===== config.mk =====
export PLATFORM = sky130hd
export DESIGN_NAME = bit_ctrl
export DESIGN_NICKNAME = d
export VERILOG_FILES = /design/src/bit_pkg.sv /design/src/bit_ctrl.sv
export SDC_FILE = /design/constraint.sdc
export NUM_CORES = 1
export LEC_CHECK = 0
export BUFFER_PORTS_ARGS = -buffer_cell sky130_fd_sc_hd__buf_2
export CAP_MARGIN = 20
export CORE_ASPECT_RATIO = 2
export CORE_MARGIN = 4
export CORE_UTILIZATION = 45
export DETAILED_ROUTE_END_ITERATION = 16
export PLACE_DENSITY = 0.68
export SYNTH_ARGS = -nofsm -noshare
export SYNTH_HDL_FRONTEND = slang
export SYNTH_SLANG_ARGS = --single-unit
export TNS_END_PERCENT = 20

===== constraint.sdc =====
create_clock -name clock -period 6.5 [get_ports clock]
set_input_delay 0.325 -clock clock [delete_from_list [all_inputs] [get_ports clock]]
set_output_delay 0.325 -clock clock [all_outputs]
set_load 0.05 [all_outputs]

===== src/bit_pkg.sv =====
// Shared types and constants for the binary image thinning block.
`timescale 1ns / 1ps
`default_nettype none
package bit_pkg;
   localparam logic [1:0] OP_WRITE = 2'd0;
   localparam logic [1:0] OP_RUN   = 2'd1;
   localparam logic [1:0] OP_READ  = 2'd2;
   localparam logic [1:0] OP_RSVD  = 2'd3;
   localparam logic       KIND_READ = 1'b0;
   localparam logic       KIND_RUN  = 1'b1;
   localparam logic [0:0] CSR_WIDTH  = 1'b0;
   localparam logic [0:0] CSR_HEIGHT = 1'b1;
   localparam logic [15:0] COUNT_MAX = 16'hFFFF;

   typedef struct packed {
      logic       result_kind;
      logic       skeleton_bit;
      logic [15:0] pass_count;
   } rsp_type;

   // Zhang-Suen removal test on the ring P2..P9 (bit 0 is P2, clockwise).
   function automatic logic removable(input logic [7:0] p, input logic second);
      logic [3:0] sum;
      logic [3:0] trans;
      logic       ok;
      sum = 4'd0;
      trans = 4'd0;
      for (int k = 0; k < 8; k++) begin
         sum = sum + {3'd0, p[k]};
         if (!p[k] && p[(k + 1) % 8]) trans = trans + 4'd1;
      end
      if (!second) ok = !(p[0] & p[2] & p[4]) && !(p[2] & p[4] & p[6]);
      else ok = !(p[0] & p[2] & p[6]) && !(p[0] & p[4] & p[6]);
      return (trans == 4'd1) && (sum >= 4'd2) && (sum <= 4'd6) && ok;
   endfunction
endpackage
`default_nettype wire


===== src/bit_ctrl.sv =====
// Controller: sequences pixel reads, writes and the thinning sweeps.
`timescale 1ns / 1ps
`default_nettype none
module bit_ctrl #(
   parameter int MAX_WIDTH  = 256,
   parameter int MAX_HEIGHT = 256
) (
   input  wire logic clock,
   input  wire logic reset,
   input  wire logic [1:0] opcode,
   input  wire logic       req_fire,
   input  wire logic [8:0] image_width,
   input  wire logic [8:0] image_height,
   input  wire logic       rsp_busy,
   input  wire logic       marked,
   output      logic       idle,
   output      logic       pix_we,
   output      logic       mark_we,
   output      logic [$clog2(MAX_HEIGHT)-1:0] scan_row,
   output      logic [$clog2(MAX_WIDTH)-1:0]  scan_col,
   output      logic       scan_en,
   output      logic       second,
   output      logic       run_done,
   output      logic [15:0] pass_count,
   output      logic       read_done
);
   import bit_pkg::*;
   localparam int RW = $clog2(MAX_HEIGHT);
   localparam int CW = $clog2(MAX_WIDTH);
   localparam logic [2:0] S_IDLE = 3'd0, S_READ = 3'd1, S_RD = 3'd2, S_FETCH = 3'd3,
      S_JUDGE = 3'd4, S_DONE = 3'd5, S_MRD = 3'd6, S_CLR = 3'd7;

   logic [2:0] state_ff, state_in;
   logic [RW-1:0] row_ff, row_in;
   logic [CW-1:0] col_ff, col_in;
   logic [3:0] step_ff, step_in;
   logic second_ff, second_in, chg_ff, chg_in;
   logic [15:0] cnt_ff, cnt_in;
   logic [12:0] w, h;
   logic col_last, row_last;

   always_comb begin
      w = {4'd0, image_width};
      h = {4'd0, image_height};
      if (w == 13'd0) w = 13'd1;
      if (w > 13'(MAX_WIDTH)) w = 13'(MAX_WIDTH);
      if (h == 13'd0) h = 13'd1;
      if (h > 13'(MAX_HEIGHT)) h = 13'(MAX_HEIGHT);
   end

   // Each subiteration first marks every inner pixel from the unchanged image,
   // then sweeps again and clears the marked ones. A mark reads nine pixels, one
   // per cycle, and then judges; a clear reads the mark and then writes.
   always_comb begin
      state_in = state_ff; row_in = row_ff; col_in = col_ff; step_in = step_ff;
      second_in = second_ff; chg_in = chg_ff; cnt_in = cnt_ff;
      col_last = 13'(col_ff) + 13'd2 >= w;
      row_last = 13'(row_ff) + 13'd2 >= h;
      case (state_ff)
         S_IDLE: if (req_fire) begin
            if (opcode == OP_READ) state_in = S_READ;
            else if (opcode == OP_RUN) begin
               cnt_in = 16'd1; second_in = 1'b0; chg_in = 1'b0;
               row_in = RW'(1); col_in = CW'(1); step_in = 4'd0;
               state_in = (w < 13'd3 || h < 13'd3) ? S_DONE : S_FETCH;
            end
         end
         S_READ: state_in = S_RD;
         S_RD: if (!rsp_busy) state_in = S_IDLE;
         S_FETCH: begin
            step_in = step_ff + 4'd1;
            if (step_ff == 4'd9) begin step_in = 4'd0; state_in = S_JUDGE; end
         end
         S_JUDGE: begin
            state_in = S_FETCH;
            if (!col_last) col_in = col_ff + CW'(1);
            else begin
               col_in = CW'(1);
               if (!row_last) row_in = row_ff + RW'(1);
               else begin
                  row_in = RW'(1);
                  state_in = S_MRD;
               end
            end
         end
         S_MRD: state_in = S_CLR;
         S_CLR: begin
            state_in = S_MRD;
            if (marked) chg_in = 1'b1;
            if (!col_last) col_in = col_ff + CW'(1);
            else begin
               col_in = CW'(1);
               if (!row_last) row_in = row_ff + RW'(1);
               else begin
                  row_in = RW'(1);
                  state_in = S_FETCH;
                  if (!second_ff) second_in = 1'b1;
                  else begin
                     second_in = 1'b0;
                     if (chg_in) begin
                        chg_in = 1'b0;
                        if (cnt_ff != COUNT_MAX) cnt_in = cnt_ff + 16'd1;
                     end else state_in = S_DONE;
                  end
               end
            end
         end
         S_DONE: if (!rsp_busy) state_in = S_IDLE;
         default: state_in = S_IDLE;
      endcase
   end

   always_ff @(posedge clock) begin
      if (reset) begin
         state_ff <= S_IDLE; step_ff <= 4'd0; second_ff <= 1'b0; chg_ff <= 1'b0;
         cnt_ff <= 16'd0; row_ff <= RW'(1); col_ff <= CW'(1);
      end else begin
         state_ff <= state_in; step_ff <= step_in; second_ff <= second_in;
         chg_ff <= chg_in; cnt_ff <= cnt_in; row_ff <= row_in; col_ff <= col_in;
      end
   end

   assign idle = state_ff == S_IDLE;
   assign scan_row = row_ff;
   assign scan_col = col_ff;
   assign scan_en = state_ff == S_FETCH;
   assign second = second_ff;
   assign mark_we = state_ff == S_JUDGE;
   assign pix_we = state_ff == S_CLR && marked;
   assign run_done = state_ff == S_DONE && !rsp_busy;
   assign read_done = state_ff == S_RD && !rsp_busy;
   assign pass_count = cnt_ff;

   property p_start;
      @(posedge clock) disable iff (reset) (idle && req_fire && opcode == OP_RUN) |=> !idle;
   endproperty
   a_start: assert property (p_start) else $error("run did not leave idle");
   a_cnt: assert property (@(posedge clock) disable iff (reset)
      (state_ff == S_DONE) |-> cnt_ff != 16'd0) else $error("zero pass count");
   a_we: assert property (@(posedge clock) disable iff (reset)
      pix_we |-> !idle) else $error("write in idle");
endmodule
`default_nettype wire


* Word level (Yosys, flattened, before mapping) *
Cells that the tools add are included.

storage, ports and cells
  input port bits = 25
  output and inout bits = 39
  register bits after elaboration = 41

operators by class
  $lt $le $gt $ge = 6
  add/subtract/negate cells = 6
  muxes and demuxes = 52
  equal/unequal tests = 23
  reductions and logical operators = 20

operator list
  operator               count
  $mux 16                8
  $mux 8                 6
  $mux 3                 12
  $pmux 16 s2            1
  $pmux 8 s2             2
  $ge 9x13->1            2
  $gt 13x9->1 const B    2
  $lt 13x2->1 const B    2
  $mux 13                2
  $pmux 3 s7             1
  $add 8x2->9 const B    2
  $logic_not 9->1        2
  $mux 9                 2
  $add 16x1->16 const B  1
  $add 8x1->8 const B    2
  $mux 4                 4
  $ne 16x16->1 const B   1
  $ne 2x2->1 const B     8
  $reduce_and 4->1       4
  $eq 3x3->1 const B     4
  $mux 1                 11
  $reduce_and 9->1       1
  $pmux 4 s2             1
  $eq 3x2->1 const B     2
  16 further kinds       24

* Logic depth before layout (Yosys ltp) *
  word-level depth = 11
  mapped depth = 13
  depth with buffers taken out = 11

* Worst setup path after synthesis *
OpenSTA, ideal clock, no wires.

  path type = flip-flop to flip-flop
  from = reg col_ff[3] (netlist: scan_col[3])
  to = reg cnt_ff[10] (netlist: pass_count[10])
  library setup time = 0.070 ns
  arrival time = 3.332 ns
  path buffers = 2
  required time = 6.430 ns
  setup slack = 3.098 ns
  stages on the path, launching flop included = 13
  cells stage by stage = dfxtp_1 -> clkbuf_1 -> and3_1 -> nand3_1 -> xnor2_1 -> ha_1 -> and2_1 -> o2111ai_1 -> o21a_1 -> a221o_1 -> buf_6 -> or4_1 -> a21oi_1

between the ends
  longest elaborated chain between the ends = 4

ends and longest elaborated chain
  item                        line             source
  start: declaration          bit_ctrl.sv:35   logic [CW-1:0] col_ff, col_in;
  start signal: assignment    bit_ctrl.sv:119  chg_ff <= chg_in; cnt_ff <= cnt_in; row_ff <= row_in; col_ff <= col_in;
  $add 8x2->9                 bit_ctrl.sv:57   col_last = 13'(col_ff) + 13'd2 >= w;
  $ge 9x13->1                 bit_ctrl.sv:57
  $ne 2x2->1 (no line)        n/a
  $reduce_and 9->1 (no line)  n/a
  end signal: assignment      bit_ctrl.sv:119
  end: declaration            bit_ctrl.sv:38   logic [15:0] cnt_ff, cnt_in;

Every way passes these cells.
A chain may end at the register's enable or synchronous reset.

* Final worst setup path *
  from = reg col_ff[3] (netlist: scan_col[3])
  to = reg cnt_ff[1] (netlist: pass_count[1])

Same word-level chain as after synthesis.

==> Flow_metrics.wiki <==
{| class="wikitable"
! Metric !! Value
|-
| Worst slack, placed || 2.674 ns
|-
| Area Growth Syn to Fin || 17.14%
|-
| Worst setup path class || register to register
|-
| Die span in x || 66.09 microns
|-
| Total area of multi-input combinational cells || 2088 sq um
|-
| TritonCTS clock tree || yes
|-
| Post-CTS Setup Inserts || 0
|-
| Number of input and output port buffers inserted || 63
|-
| Number of enable-type register cells in the synthesized netlist || 0
|-
| Flip-flop and latch area || 820.8 sq um
|-
| First-pass GRT wire length || 13.49 mm
|-
| Worst Tran Pin Value || 0.7535 ns
|-
| # DRC || 0
|-
| Maximum number of pins on one net before global-route repair || 26
|-
| Setup Viol. Count Final || 0
|-
| Die Ht || 124.2 microns
|-
| Total clock sinks || 41
|-
| Clock period minus final worst setup slack || 3.652 ns
|-
| Element type at the critical path end || register
|-
| Initial drt markers || 142
|-
| Num rows || 42
|-
| Register bit count reported by yosys || 41
|-
| Die Outline Area || 8206 sq um
|-
| Count of cell types in the netlist || 52
|-
| Vias || 3181
|-
| Top layer used by detailed routing || met4
|-
| # Max-Cap Violations || 0
|-
| Post-synthesis average cell area || 7.649 sq um
|-
| IR drop worst, VDD || 0.00009029 V
|-
| Number of nets in the layout || 502
|-
| Slew Viols, Final || 0
|-
| CTS H-Tree Depth || 2
|-
| RSZ-0062 raised after global routing || no
|-
| Clock transition at the register clock pins on the worst setup and hold paths after CTS || 0.06 ns
|-
| Number of buffers created by CTS || 5
|-
| Data arrival time of the critical path || 3.86 ns
|-
| Cells after Synth || 397
|-
| Clock insertion delay at the later pin of the skew report || 0.29 ns
|-
| Placeable core area || 6569 sq um
|-
| P_leak || 1.491 nW
|-
| Aggregate negative setup slack || 0 ns
|-
| Final critical-path setup slack || 2.848 ns
|-
| Startpoint types || register
|-
| Diodes inserted || 0
|-
| Detailed Routing Iterations Pass 1 || 4
|-
| Cell area after placement || 3395 sq um
|-
| Worst-case clock skew || 0.004104 ns
|-
| Count of instances resized after the clock tree is built || 0
|-
| Number of endpoints with negative hold slack in the final report || 0
|-
| Average routed wire per standard cell || 15.29 microns
|-
| Portion of the clock cycle consumed by the worst path in the final layout || 56.18%
|-
| Highest net fanout along the worst path || 25
|-
| Required time worst endpoint || 6.71 ns
|-
| Hold buffers post-CTS || 0
|-
| Number of global-route vias before repair || 3023
|-
| Cell Area, Synth || 3037 sq um
|-
| Number of buffers between clock root and the deepest sink || 2
|-
| Post-DRT Antenna Nets || 0
|-
| Yosys Warn Count || 0
|-
| Final RePlAce weighted congestion || 0.7821
|-
| Met3 routed WL || 383 microns
|-
| Post-Route Hold Slack || 0.4271 ns
|-
| I/O pin count || 64
|-
| All-Layer GR Usage || 21.05%
|-
| Slew HR || 49.75%
|-
| Initial antenna violation count || 0
|-
| Met2 routed WL || 4.452 mm
|-
| Peak clock frequency supported by timing || 0.2738 GHz
|-
| Detailed Route WL || 8.273 mm
|-
| FILL cells || 671
|-
| Outcome || completed
|-
| Net count after synthesis || 447
|-
| Path class of the lowest-slack min-delay path || input pin to register
|-
| Fraction of synthesis flops using an asynchronous set or reset pin || 0%
|-
| Average via count per standard cell || 5.880
|-
| Fraction of layout cells with a size suffix above 1 || 16.56%
|-
| Post-route cell area || 3557 sq um
|-
| Length of routed wiring on met1 || 3.028 mm
|-
| Grt ovf || 0
|-
| Most frequently used flop master after synthesis || sky130_fd_sc_hd__dfxtp_1
|-
| Fraction of the yosys area taken by sequential cells || 27.03%
|-
| Final HPWL DP || 6.436 mm
|-
| Initial core utilization || 46.23%
|-
| Root Buffer || sky130_fd_sc_hd__clkbuf_16
|-
| Power per unit of standard cell area || 166.7 nW/um^2
|}
layer usage:
layer / up-vias / global-route usage, %
li1: 1589 / -
met1: 1477 / 21.13
met2: 85 / 38.77
met3: 30 / 3.881
met4: 0 / 12.72
met5: - / 0
logic make-up after synthesis:
family	Yosys count	synth area share, %
AND/OR/NAND/NOR	176	30.53
multiplexers	3	0.9889
adder cells (fa/ha/maj)	25	10.30
XOR/XNOR	14	4.038
AO/OA/AOI/OAI	107	22.91
flip-flops	41	27.03
buffers and inverters	31	4.203
path summary, 6_finish.rpt:
kind / depth (start not counted) / from / slack [ns] / end
worst max register to register: 10 / scan_col[3] / 2.85 / pass_count[1]
worst min register to register: 2 / pass_count[9] / 0.49 / pass_count[9]
worst max-delay path: 10 / scan_col[3] / 2.85 / pass_count[1]
worst min-delay path: 3 / marked / 0.43 / chg_ff
synth_stat cells, types with 4 or more instances:
cell                       number  area share [%]
sky130_fd_sc_hd__nand2_1       51             6.3
sky130_fd_sc_hd__dfxtp_1       41              27
sky130_fd_sc_hd__a21oi_1       35             5.8
sky130_fd_sc_hd__nand3_1       35             5.8
sky130_fd_sc_hd__ha_1          25              10
sky130_fd_sc_hd__nor2_1        25             3.1
sky130_fd_sc_hd__o21ai_0       16             2.6
sky130_fd_sc_hd__or4_1         16             4.0
sky130_fd_sc_hd__clkbuf_1      13             1.6
sky130_fd_sc_hd__inv_1         12             1.5
sky130_fd_sc_hd__o31ai_1       11             2.7
sky130_fd_sc_hd__and2_1         9             1.9
sky130_fd_sc_hd__and3_1         8             1.6
sky130_fd_sc_hd__xnor2_1        8             2.3
sky130_fd_sc_hd__a31oi_1        7             1.4
sky130_fd_sc_hd__nor3_1         7             1.2
sky130_fd_sc_hd__a211oi_1       6             1.5
sky130_fd_sc_hd__xor2_1         6             1.7
sky130_fd_sc_hd__a21o_1         5             1.2
sky130_fd_sc_hd__nand2b_1       4            0.82
sky130_fd_sc_hd__o21a_1         4            0.99
layout make-up:
cell class | instances | area share [%]
multi-input combinational | 325 | 58.71
clock inverter | 1 | 0.1407
clock buffer | 7 | 4.291
timing repair buffer | 65 | 9.216
inverter | 14 | 1.477
sequential | 41 | 23.07
tap | 88 | 3.095
cells in the final DEF (no fill, tap or decap), types with 2 or more instances in the layout:
master / instances
sky130_fd_sc_hd__o21bai_1: 2
sky130_fd_sc_hd__clkbuf_16: 5
sky130_fd_sc_hd__nand3_1: 35
sky130_fd_sc_hd__o32ai_1: 2
sky130_fd_sc_hd__or4_1: 16
sky130_fd_sc_hd__nor2_1: 25
sky130_fd_sc_hd__buf_2: 64
sky130_fd_sc_hd__o21ai_0: 16
sky130_fd_sc_hd__xor2_1: 6
sky130_fd_sc_hd__nand2_1: 51
sky130_fd_sc_hd__clkinv_1: 2
sky130_fd_sc_hd__o41ai_1: 2
sky130_fd_sc_hd__dfxtp_1: 41
sky130_fd_sc_hd__a31oi_1: 7
sky130_fd_sc_hd__nand4b_1: 3
sky130_fd_sc_hd__o311ai_0: 2
sky130_fd_sc_hd__and2_1: 9
sky130_fd_sc_hd__a211o_1: 2
sky130_fd_sc_hd__a21oi_1: 35
sky130_fd_sc_hd__nor3_1: 7
sky130_fd_sc_hd__and3_1: 8
sky130_fd_sc_hd__nand3b_1: 3
sky130_fd_sc_hd__and4_1: 3
sky130_fd_sc_hd__o21a_1: 4
sky130_fd_sc_hd__a21o_1: 5
sky130_fd_sc_hd__ha_1: 25
sky130_fd_sc_hd__clkbuf_8: 2
sky130_fd_sc_hd__nand4_1: 3
sky130_fd_sc_hd__inv_1: 12
sky130_fd_sc_hd__o31ai_1: 11
sky130_fd_sc_hd__xnor2_1: 8
sky130_fd_sc_hd__a211oi_1: 6
sky130_fd_sc_hd__or3_1: 3
sky130_fd_sc_hd__nand2b_1: 4
sky130_fd_sc_hd__mux2i_1: 3
sky130_fd_sc_hd__a221oi_1: 3
through the flow:
step	utilization [%]	total power [mW]	cells
after floorplan	-	0.3107	397
after detailed placement	51.68	0.3348	532
final	54.15	0.5929	541
after CTS	54.08	0.6015	540
after global placement	51.68	0.3332	532
after global routing	54.15	0.6143	541
state kept, by name (all words and copies together), names as in the netlist:
signal	flops
pass_count	16
scan_col	8
scan_row	8
step_ff	4
state_ff	3
chg_ff	1
second	1
worst max-delay path, cell delays in order, from the launching register on:
cell	delay, ns
sky130_fd_sc_hd__dfxtp_1	0.51
sky130_fd_sc_hd__and3_1	0.29
sky130_fd_sc_hd__nand2_1	0.07
sky130_fd_sc_hd__nor4_1	0.27
sky130_fd_sc_hd__ha_1	0.32
sky130_fd_sc_hd__and2_1	0.18
sky130_fd_sc_hd__a221oi_1	0.33
sky130_fd_sc_hd__o21a_1	0.48
sky130_fd_sc_hd__a221o_1	0.73
sky130_fd_sc_hd__o21ai_0	0.20
sky130_fd_sc_hd__a21oi_1	0.18
power breakdown:
part	switching [mW]	total, mW	leakage, nW	internal (mW)
Sequential	0.00572	0.260	0.331	0.254
Clock	0.102	0.264	0.0799	0.163
Combinational	0.0445	0.0691	1.08	0.0247
Total	0.152	0.593	1.49	0.441
No activity file was read; power rests on OpenSTA's default activity.
